## src/hdl/mcic_pkg.sv

```systemverilog
// ============================================================================
// mcic_pkg
// Shared types and constants of the minimum-cost interval cover block.
// ============================================================================
package mcic_pkg;

    localparam int COST_W = 22;
    localparam logic [COST_W-1:0] COST_INF = {COST_W{1'b1}};
    localparam int RADICAND_W = 36;

    localparam logic [1:0] CFG_STRIP_LENGTH = 2'd0;
    localparam logic [1:0] CFG_STRIP_WIDTH  = 2'd1;

    typedef struct packed {
        logic [15:0] sprinkler_position;
        logic [15:0] sprinkler_radius;
        logic [15:0] sprinkler_cost;
        logic        last_item;
    } t_item;

    typedef struct packed {
        logic [COST_W-1:0] min_cost;
        logic              covered;
    } t_result;

    typedef enum logic [3:0] {
        S_IDLE,
        S_MUL,
        S_SUB,
        S_SQ_GO,
        S_SQ_WAIT,
        S_ENDS,
        S_INS,
        S_INS_CMP,
        S_CLOSE,
        S_ROW_RD,
        S_ROW_LAT,
        S_COL_RD,
        S_COL_WR,
        S_FIN_RD,
        S_FIN
    } t_state;

endpackage

```

## src/hdl/mcic_sqrt.sv

```systemverilog
// ============================================================================
// mcic_sqrt
// Digit-by-digit square root, one result bit per cycle. The root carries
// FRAC_BITS-1 fraction bits beyond the integer root of the radicand.
// ============================================================================
module mcic_sqrt
    import mcic_pkg::*;
#(
    parameter int FRAC_BITS = 16
) (
    input  logic                    i_clk,
    input  logic                    i_rst_n,
    input  logic                    i_start,
    input  logic [RADICAND_W-1:0]   i_radicand,
    output logic                    o_done,
    output logic [FRAC_BITS+16:0]   o_root
);
    localparam int RW   = FRAC_BITS + 17;
    localparam int ITER = FRAC_BITS + 17;
    localparam int NW   = $clog2(ITER + 1);

    logic                  r_busy;
    logic                  r_done;
    logic [NW-1:0]         r_cnt;
    logic [RADICAND_W-1:0] r_d;
    logic [RW+1:0]         r_rem;
    logic [RW-1:0]         r_root;

    logic [RW+3:0] rem_sh;
    logic [RW+3:0] trial;
    logic [RW+3:0] diff;
    logic [RW+1:0] n_rem;
    logic [RW-1:0] n_root;

    always_comb begin
        rem_sh = {r_rem, r_d[RADICAND_W-1 -: 2]};
        trial  = {2'b00, r_root, 2'b01};
        diff   = rem_sh - trial;
        if (rem_sh >= trial) begin
            n_rem  = diff[RW+1:0];
            n_root = {r_root[RW-2:0], 1'b1};
        end else begin
            n_rem  = rem_sh[RW+1:0];
            n_root = {r_root[RW-2:0], 1'b0};
        end
    end

    always_ff @(posedge i_clk) begin
        if (!i_rst_n) begin
            r_busy <= 1'b0;
            r_done <= 1'b0;
            r_cnt  <= '0;
        end else begin
            r_done <= 1'b0;
            if (i_start) begin
                r_busy <= 1'b1;
                r_cnt  <= NW'(ITER);
            end else if (r_busy) begin
                r_cnt <= r_cnt - 1'b1;
                if (r_cnt == NW'(1)) begin
                    r_busy <= 1'b0;
                    r_done <= 1'b1;
                end
            end
        end
    end

    always_ff @(posedge i_clk) begin
        if (i_start) begin
            r_d    <= i_radicand;
            r_rem  <= '0;
            r_root <= '0;
        end else if (r_busy) begin
            r_d    <= {r_d[RADICAND_W-3:0], 2'b00};
            r_rem  <= n_rem;
            r_root <= n_root;
        end
    end

    assign o_done = r_done;
    assign o_root = r_root;

endmodule

```

## config.mk

```make
export PLATFORM = sky130hd
export DESIGN_NAME = mcic_sqrt
export DESIGN_NICKNAME = d
export VERILOG_FILES = /design/src/hdl/mcic_pkg.sv /design/src/hdl/mcic_sqrt.sv
export SDC_FILE = /design/constraint.sdc
export NUM_CORES = 1
export LEC_CHECK = 0
export BUFFER_PORTS_ARGS = -buffer_cell sky130_fd_sc_hd__buf_4
export CORE_UTILIZATION = 54
export CTS_CLUSTER_SIZE = 28
export DETAILED_ROUTE_END_ITERATION = 7
export GPL_ROUTABILITY_DRIVEN = 0
export PLACE_DENSITY = 0.77
export SLEW_MARGIN = 20
export SYNTH_ARGS = -nofsm -noshare
export SYNTH_HDL_FRONTEND = slang
export SYNTH_SLANG_ARGS = --single-unit
```

## constraint.sdc

```tcl
create_clock -name i_clk -period 2.9 [get_ports i_clk]
set_clock_uncertainty 0.2 [all_clocks]
set_input_delay 0.435 -clock i_clk [delete_from_list [all_inputs] [get_ports i_clk]]
set_output_delay 0.435 -clock i_clk [all_outputs]
set_load 0.02 [all_outputs]
```

==> results of run 1 <==
power groups by stage:
stage	Clock, W	Combinational (W)	Sequential, W
after global placement	0	0.00279	0.00191
after floorplan	0	0.00207	0.00189
after CTS	0.00137	0.00306	0.00189
final	0.00135	0.00364	0.00192
after global routing	0.00143	0.00391	0.00193
after detailed placement	0	0.00289	0.00192
repair_timing:
item / CTS / global route
pin swaps: 1 / 21
hold buffers: 0 / 0
cloned: 1 / 2
setup endpoints to repair: 35 / 35
gates resized for setup: 26 / 76
buffers inserted: 1 / 6
area by class of cell:
class	count	area, um2
clock inverters	7	100
inverters	47	176
repair buffers	177	1380
fillers	811	3320
clock buffers	9	225
well taps	147	184
multi-input cells	517	4000
flip-flops and latches	112	2620
kinds of logic after synthesis:
group | count (synthesis) | synth area share (%)
XOR/XNOR | 35 | 4.59
adder cells (fa/ha/maj) | 37 | 6.94
buffers and inverters | 115 | 8.73
flip-flops | 112 | 39.0
multiplexers | 68 | 10.8
AO/OA/AOI/OAI | 152 | 15.3
AND/OR/NAND/NOR | 225 | 14.6
state kept, by name, indices dropped and copies added (netlist names):
register and count:
r_cnt 6, r_d 36, o_done 1, o_root 33, r_rem 35, r_busy 1
metrics by stage:
stage / setup slack, ps / area, um2 / utilization (%) / total power (W) / cells
5_1_grt: -63.3 / 8690 / 72.4 / 0.00727 / 1016
6_report: 18.7 / 8690 / 72.4 / 0.00691 / 1016
3_3_place_gp: -31.0 / 7720 / 64.3 / 0.00470 / 990
2_1_floorplan: 19.4 / 6680 / - / 0.00396 / 744
3_5_place_dp: -207 / 7720 / 64.3 / 0.00480 / 990
4_1_cts: -0.199 / 8220 / 68.4 / 0.00633 / 1008
worst paths after layout:
kind,start,endpoint,cells after the start
max reg2reg,o_root[12],r_rem[27],12
max,o_root[12],r_rem[27],12
min,i_rst_n,r_busy,2
min reg2reg,r_cnt[1],r_cnt[1],2
cell usage after synthesis (2+ instances only):
cell       count
buf_1          5
a21o_1        11
o22ai_1        2
o21bai_1       5
or2_2          4
a31oi_1        7
buf_4         32
buf_6          4
o211a_1        2
ha_1          37
a211oi_1       9
o2111ai_1      2
o21a_1         6
nor2b_1        4
nor2_1        85
and2_1         5
xnor2_1       26
a21boi_0       3
nand2_1       78
o221ai_1       2
o211ai_1       5
a311oi_1      24
dfxtp_1       76
xor2_1         9
inv_1         47
o21ai_0       16
edfxtp_1      36
a21oi_1       47
nor3_1        14
mux2i_1       34
and3_1         7
nand3_1       18
o21ai_1        2
clkbuf_1      26
mux2_2        34
cell usage in the layout, fill, tap and decap left out, types with 5 or more instances in the layout:
master / instances
buf_4: 172
nor2_1: 85
nand2_1: 77
dfxtp_1: 62
inv_1: 42
a21oi_1: 40
edfxtp_1: 36
mux2i_1: 34
mux2_2: 34
xnor2_1: 26
ha_4: 23
a311oi_1: 17
nand3_1: 14
dfxtp_2: 13
a21o_1: 11
o21ai_0: 11
ha_1: 11
clkbuf_16: 11
nor3_1: 10
xor2_1: 9
a211oi_1: 8
a21oi_2: 7
a311oi_2: 7
o21a_1: 6
a31oi_1: 6
o21ai_1: 5
o211ai_1: 5
inv_2: 5
routing by layer:
metal / track usage (%) / wire length, um
met5: 0 / 0
met4: 10.5 / 483
met3: 5.14 / 859
met2: 47.5 / 8790
met1: 28.0 / 6750
worst reg2reg max path, cell delays in order (launching register included):
cell and delay [ps]:
dfxtp_1 330, inv_1 50, ha_1 290, buf_4 150
nand3_1 180, nor3_2 190, nand4bb_1 150, nand3_2 140
a41oi_2 60, or2_4 340, buf_12 160, or3b_1 340
a311oi_1 240
==> impl_results.md, run 1 <==
- EDFF count, synth: 36
- Max Cap Violations: 0
- Fin crit share: 99.4%
- Rel. slew slack: 51.3%
- Status: finished clean
- Via Count: 5928
- GRT Util Overall: 25.5%
- Clock share of power: 19.6%
- Crit path max fanout: 6
- Logic pwr share: 52.7%
- Total power divided by cell area: 794 nW/um2
- Slowest cell on crit path: or2_4
- Crit path time final: 2880 ps
- Top delay family on crit path: simple AND/OR/NAND/NOR gates
- Clock slew at reported path FFs: 80 ps
- Distinct cells, synth: 55
- CTS H-tree depth: 3
- Ant. Diodes: 0
- Crit path buffers/inverters: 3
- Hold Path Class: in2reg
- Wirelength per Cell: 16.6 um
- Mapped Area: 6680 um2
- Synthesized flop and latch total: 112
- Top cell type by total area after synthesis: dfxtp_1
- WS Path Type: reg2reg
- Net Count, Synth: 820
- GR Overflow Total: 0
- Clk buf depth: 2
- Net count, final: 940
- Routed Antenna Nets: 0
- First-pass GRT wire length: 26300 um
- Switching Share: 38.6%
- Synth Flop Type: dfxtp_1
- CP Launch Type: flop
- Chip height: 113 um
- Die ar.: 12800 um2
- Clock latency on the worst-skew pair: 370 ps
- Setup TNS: 0 ps
- Vias in the first global route: 5885
- DRC: 0
- P_leak: 3.62 nW
- Max-slew violation count: 0
- Share of cells above drive strength 1: 36.6%
- Area grow syn2layout: 30.2%
- Final wirelength: 16900 um
- RSZ-0062 raised after global routing: yes
- Largest net degree at the start of global routing: 61
- Int Pwr: 0.00424 W
- Post-DP HPWL: 10900 um
- Die W: 113 um
- Arr. time, crit path: 2960 ps
- DRT Pass-1 Iters: 6
- Root Driver: clkbuf_16
- Synthesis warning total: 0
- Peak VDD IR: 535 uV
- CORE AREA: 12000 um2
- Finish-stage setup viols: 0
- Clock Sinks: 112
- R2R setup slack: 20 ps
- CTS Buf Count: 9
- Synth Instances: 744
- Cells along the critical path: inv_1 -> ha_1 -> buf_4 -> nand3_1 -> nor3_2 -> nand4bb_1 -> nand3_2 -> a41oi_2 -> or2_4 -> buf_12 -> or3b_1 -> a311oi_1
- Vias/cell: 5.83
- Port bufs: 72
- Top post-synthesis cells by area: dfxtp_1 23%, edfxtp_1 16%, ha_1 6.9%
- Crit path capture type: flop
- Top cell type's share of synthesized area: 22.8%
- Initial Util: 55.6%
- Initial antenna violation count: 0
- Worst-margin pin slew: 731 ps
- Crit-path max cell delay: 340 ps
- Worst endpoint required time: 2980 ps
- Worst Hold Slack: 115 ps
- 1st-iter DRT viols: 394
- Sequential power share: 27.7%
- FMAX: 0.347 GHz
- Seq/Total Area, Yosys: 39.0%
- IO Pins: 73
- Core Rows: 40
- Ys async rst share: 0%
- Final hold viol count: 0
- P_sw: 0.00267 W
- Mean Syn Cell Area: 8.97 um2
- CTS tree: yes
No activity file was read; power rests on OpenSTA's default activity.
==> inputs of run 2 (changes only) <==
--- a/config.mk
+++ b/config.mk
@@ -5,9 +5,10 @@
 export SDC_FILE = /design/constraint.sdc
 export NUM_CORES = 1
 export LEC_CHECK = 0
+export ABC_AREA = 1
 export BUFFER_PORTS_ARGS = -buffer_cell sky130_fd_sc_hd__buf_4
 export CORE_UTILIZATION = 54
-export CTS_CLUSTER_SIZE = 28
+export CTS_CLUSTER_SIZE = 14
 export DETAILED_ROUTE_END_ITERATION = 7
 export GPL_ROUTABILITY_DRIVEN = 0
 export PLACE_DENSITY = 0.77
==> impl_results.md, run 2 <==
- Net count, final: 1179
- Beginning of the worst register-to-register path: o_root[22]
- Routed Antenna Nets: 0
- Synthesis warning total: 0
- Mean Syn Cell Area: 6.77 um2
- Top post-synthesis cells by area: dfxtp_1 21%, nand2_1 20%, edfxtp_1 15%
- Worst Min Path Start: i_rst_n
- DR WL met3: 994 um
- Max layer used: met4
- Finish-stage setup viols: 0
- Clock slew at reported path FFs: 90 ps
- DRT Pass-1 Iters: 5
- Hold Path Class: in2reg
- M1 WL: 7850 um
- Commonest cells post-synth: 385 x nand2_1, 157 x inv_1, 76 x dfxtp_1
- Max Cap Violations: 0
- Vias/cell: 5.12
- Vias in the first global route: 6133
- Rel. slew slack: 70.9%
- Share of cells above drive strength 1: 11.3%
- CP Launch Type: flop
- Area grow syn2layout: 12.1%
- CTS Buf Count: 9
- First-pass GRT wire length: 28100 um
- Chip height: 117 um
- Crit path max fanout: 11
- DRC: 0
- Core Rows: 41
- Final Cell Area: 8050 um2
- Commonest non-fill, non-tap cell in the layout: nand2_1
- Largest net degree at the start of global routing: 55
- Area post-placement: 7680 um2
- Worst-margin pin slew: 436 ps
- Initial Util: 56.3%
- Top reg by flops: r_d
- Max-slew violation count: 0
- Clock Sinks: 112
- Dpl cells: 1259
- Crit path time final: 2690 ps
- EDFF count, synth: 36
- Die W: 117 um
- CORE AREA: 12800 um2
- Seq/Total Area, Yosys: 36.2%
- Hold Path Sink: r_cnt[5]
- Root Driver: clkbuf_16
- Synth Flop Type: dfxtp_1
- Worst slack, placed: 232 ps
- 1st-iter DRT viols: 469
- R2R setup slack: 210 ps
- WS Path Type: reg2reg
- Crit path capture type: flop
- Fin crit share: 92.8%
- Die ar.: 13800 um2
- GRT Util Overall: 24.9%
- Top cell type's share of synthesized area: 21.2%
- Distinct cells, synth: 40
- Most frequent cells in the layout: 385 x nand2_1, 156 x inv_1, 86 x buf_4, 76 x dfxtp_1, 69 x nor2_1
- Top delay family on crit path: simple AND/OR/NAND/NOR gates
- Fin cells: 1280
- Most common cell in the netlist: nand2_1
- Net Count, Synth: 1138
- Initial antenna violation count: 0
- Worst R2R End: r_rem[26]
- Top cell type by total area after synthesis: dfxtp_1
- Clock latency on the worst-skew pair: 370 ps
- Cells along the critical path: inv_1 -> ha_1 -> a21oi_1 -> nand2_1 -> nand2_1 -> nand2_1 -> a21oi_4 -> nand4_4 -> buf_4 -> or2_1 -> nand3_1 -> nand2_1
- Worst endpoint required time: 2960 ps
- Largest register FFs: 36
- Number of cells on the critical path: 12
- CP dominant cell by count: nand2_1
- Ys async rst share: 0%
- Via Count: 6552
- Slowest cell on crit path: ha_1
- Port bufs: 72
- Synth Instances: 1062
- Post-DP HPWL: 12300 um
- Routed met2 length: 7440 um
- Crit path buffers/inverters: 2
- WHS Path Cells: 3
- Final wirelength: 16600 um
- Wirelength per Cell: 13.0 um
- IO Pins: 73
- Clk buf depth: 2
- Mapped Area: 7190 um2
- Arr. time, crit path: 2750 ps
- Final hold viol count: 0
- GR Overflow Total: 0
- Final Worst Setup Slack: 209 ps
- Synthesized flop and latch total: 112
- CTS H-tree depth: 3
- Status: finished clean
- Crit-path max cell delay: 380 ps
- Hold Buf Count CTS: 0
- CTS tree: yes
- Reg2Reg Depth: 12
- Ant. Diodes: 0
- Filler Cell Count: 1194
- Setup TNS: 0 ps
- RSZ-0062 raised after global routing: no
- FMAX: 0.372 GHz
[run 2: cell types whose count changed after synthesis, sizes merged, moves of 10 or more]
cell	delta
a21oi	-12
a311oi	-24
o21ai	+14
o22ai	+30
mux2i	-34
mux2	-34
a21o	-10
nand3	+48
nand2	+312
inv	+111
[run 2: worst max path at each step]
stage | end | startpoint
2_1_floorplan | r_d[0] | i_start
3_3_place_gp | r_rem[29] | o_root[22]
3_5_place_dp | r_rem[26] | o_root[22]
4_1_cts | r_rem[26] | o_root[22]
5_1_grt | r_rem[26] | o_root[13]
6_report | r_rem[26] | o_root[22]
[run 2: area by class of cell]
class / instances / area [um2] / share of cell area (%)
Multi-Input combinational cell: 733 / 3630 / 45.1
Sequential cell: 112 / 2600 / 32.3
Timing Repair Buffer: 89 / 697 / 8.65
Inverter: 158 / 593 / 7.36
Clock buffer: 9 / 225 / 2.80
Tap cell: 172 / 215 / 2.67
Clock inverter: 7 / 88.8 / 1.10
[run 2: cell families (layout without fill, tap and decap cells)]
logic type	count (synthesis)	in the layout	synth area share [%]
flip-flops	112	112	36.2
adder cells (fa/ha/maj)	37	37	6.44
AND/OR/NAND/NOR	561	562	32.2
XOR/XNOR	20	20	2.44
buffers and inverters	218	263	13.6
AO/OA/AOI/OAI	114	114	9.09
[run 2: tightest hold or removal path, stage by stage]
cell,delay (ps)
buf_4,100
nand2_1,50
inv_1,40
[run 2: repair_timing]
action,in CTS,in global routing
setup endpoints to repair,0,9
hold endpoints to repair,0,0
gates resized for setup,0,3
setup buffers,0,4
[run 2: metal layers]
layer  vias up  global-route usage, %
met5         -                      0
met2       189                   39.9
met4         0                   8.77
li1       3419                      -
met3        26                   5.06
met1      2918                   33.2
[run 2: through the flow]
stage / hold WS, ps / utilization, %
finish: 75.5 / 63.0
global route: 76.8 / 63.0
CTS: 66.6 / 62.6
detailed placement: 264 / 60.1
global placement: 262 / 60.1
floorplan: 243 / -
Power of run 2 is not shown: default switching activity piles up to over one toggle a cycle in this logic, so the estimate is an artifact.
==> inputs of run 3 (changes only) <==
--- a/config.mk
+++ b/config.mk
@@ -11,7 +11,7 @@
 export CTS_CLUSTER_SIZE = 14
 export DETAILED_ROUTE_END_ITERATION = 7
 export GPL_ROUTABILITY_DRIVEN = 0
-export PLACE_DENSITY = 0.77
+export PLACE_DENSITY = 0.87
 export SLEW_MARGIN = 20
 export SYNTH_ARGS = -nofsm -noshare
 export SYNTH_HDL_FRONTEND = slang
==> impl_results.md, run 3 (synthesized netlist as in run 2, its figures left out) <==
- Hold Buf Count CTS: 0
- FMAX: 0.371 GHz
- Routed Antenna Nets: 0
- Max-slew violation count: 0
- Vias in the first global route: 6077
- Fin cells: 1272
- CTS H-tree depth: 3
- Ant. Diodes: 0
- Worst-margin pin slew: 426 ps
- IO Pins: 73
- Initial antenna violation count: 0
- Crit path max fanout: 20
- Arr. time, crit path: 2750 ps
- Most frequent cells in the layout: 385 x nand2_1, 156 x inv_1, 79 x buf_4, 76 x dfxtp_1, 70 x nor2_1
- Net count, final: 1171
- Core Rows: 41
- Crit path capture type: flop
- CP dominant cell by count: nand2_1
- Vias/cell: 5.21
- Via Count: 6629
- M1 WL: 7350 um
- DRT Pass-1 Iters: 6
- Top reg by flops: r_d
- Dpl cells: 1256
- Die ar.: 13800 um2
- Cells along the critical path: inv_1 -> ha_1 -> a21oi_1 -> and2_1 -> nand2_1 -> a21oi_2 -> nand4_4 -> inv_4 -> nand2_1 -> nand3_1 -> nand2_1
- DRC: 0
- Largest net degree at the start of global routing: 56
- Area grow syn2layout: 10.7%
- Area of the multi-input gates: 3610 um2
- Commonest non-fill, non-tap cell in the layout: nand2_1
- Clock slew at reported path FFs: 80 ps
- Root Driver: clkbuf_16
- Worst endpoint required time: 2950 ps
- Final hold viol count: 0
- CTS Buf Count: 9
- Initial Util: 56.3%
- Crit path time final: 2700 ps
- Fin crit share: 92.9%
- Status: finished clean
- CP Launch Type: flop
- Clock Sinks: 112
- Final Worst Setup Slack: 205 ps
- Max layer used: met4
- Chip height: 117 um
- WS Path Type: reg2reg
- Crit-path max cell delay: 370 ps
- Final wirelength: 16100 um
- 1st-iter DRT viols: 451
- Clock latency on the worst-skew pair: 360 ps
- DR WL met3: 1130 um
- Wirelength per Cell: 12.7 um
- Die W: 117 um
- Setup TNS: 0 ps
- Clk buf depth: 2
- First-pass GRT wire length: 27400 um
- Port bufs: 72
- RSZ-0062 raised after global routing: no
- Finish-stage setup viols: 0
- Worst slack, placed: 148 ps
- Largest register FFs: 36
- Post-DP HPWL: 12200 um
- GR Overflow Total: 0
- GRT Util Overall: 24.1%
- Post-layout util: 62.2%
- Hold Path Class: in2reg
- Area occupied by registers: 2600 um2
- Share of cells above drive strength 1: 10.5%
- CTS tree: yes
- CORE AREA: 12800 um2
- Rel. slew slack: 71.6%
- Filler Cell Count: 1158
- Routed met2 length: 7370 um
- Slowest cell on crit path: ha_1
- Max Cap Violations: 0
run 3: per-layer routing:
metal	vias up	global-route usage, %
li1	3390	-
met1	2997	31.2
met2	211	39.2
met3	31	6.08
met4	0	7.55
met5	-	0
run 3: final timing paths:
| path | start | end | depth (start not counted) | slack [ps] |
|---|---|---|---|---|
| setup reg to reg | o_root[26] | r_rem[25] | 11 | 200 |
| hold / removal | i_rst_n | r_cnt[5] | 3 | 90 |
| setup / recovery | o_root[26] | r_rem[25] | 11 | 200 |
| hold reg to reg | r_rem[24] | r_rem[24] | 2 | 280 |
run 3: per-stage QoR:
step           hold slack, ps  instance area [um2]
6_report                 88.3                 7950
2_1_floorplan             243                 7190
4_1_cts                  73.6                 7940
3_5_place_dp              265                 7650
3_3_place_gp              259                 7650
5_1_grt                  85.1                 7950
run 3: final cells by class:
type,count,share of cell area [%]
timing repair buffer,82,7.99
clock inverter,6,0.818
multi-input combinational,732,45.4
sequential,112,32.7
tap,172,2.71
inverter,158,7.49
clock buffer,10,2.88
run 3: what timing repair did:
item	in CTS	in global routing
gates resized for setup	0	4
setup buffers	0	0
setup endpoints to repair	0	23
run 3: worst max-delay path, delay by kind of cell, from the launching register on:
kind | cells | cell delay, ps
DFF | 1 | 330
AOI/OAI and AO/OA | 2 | 430
buffers and inverters | 2 | 400
adders and majority gates | 1 | 370
and+or+nand+nor | 6 | 840
Power of run 3 is left out for the same reason.
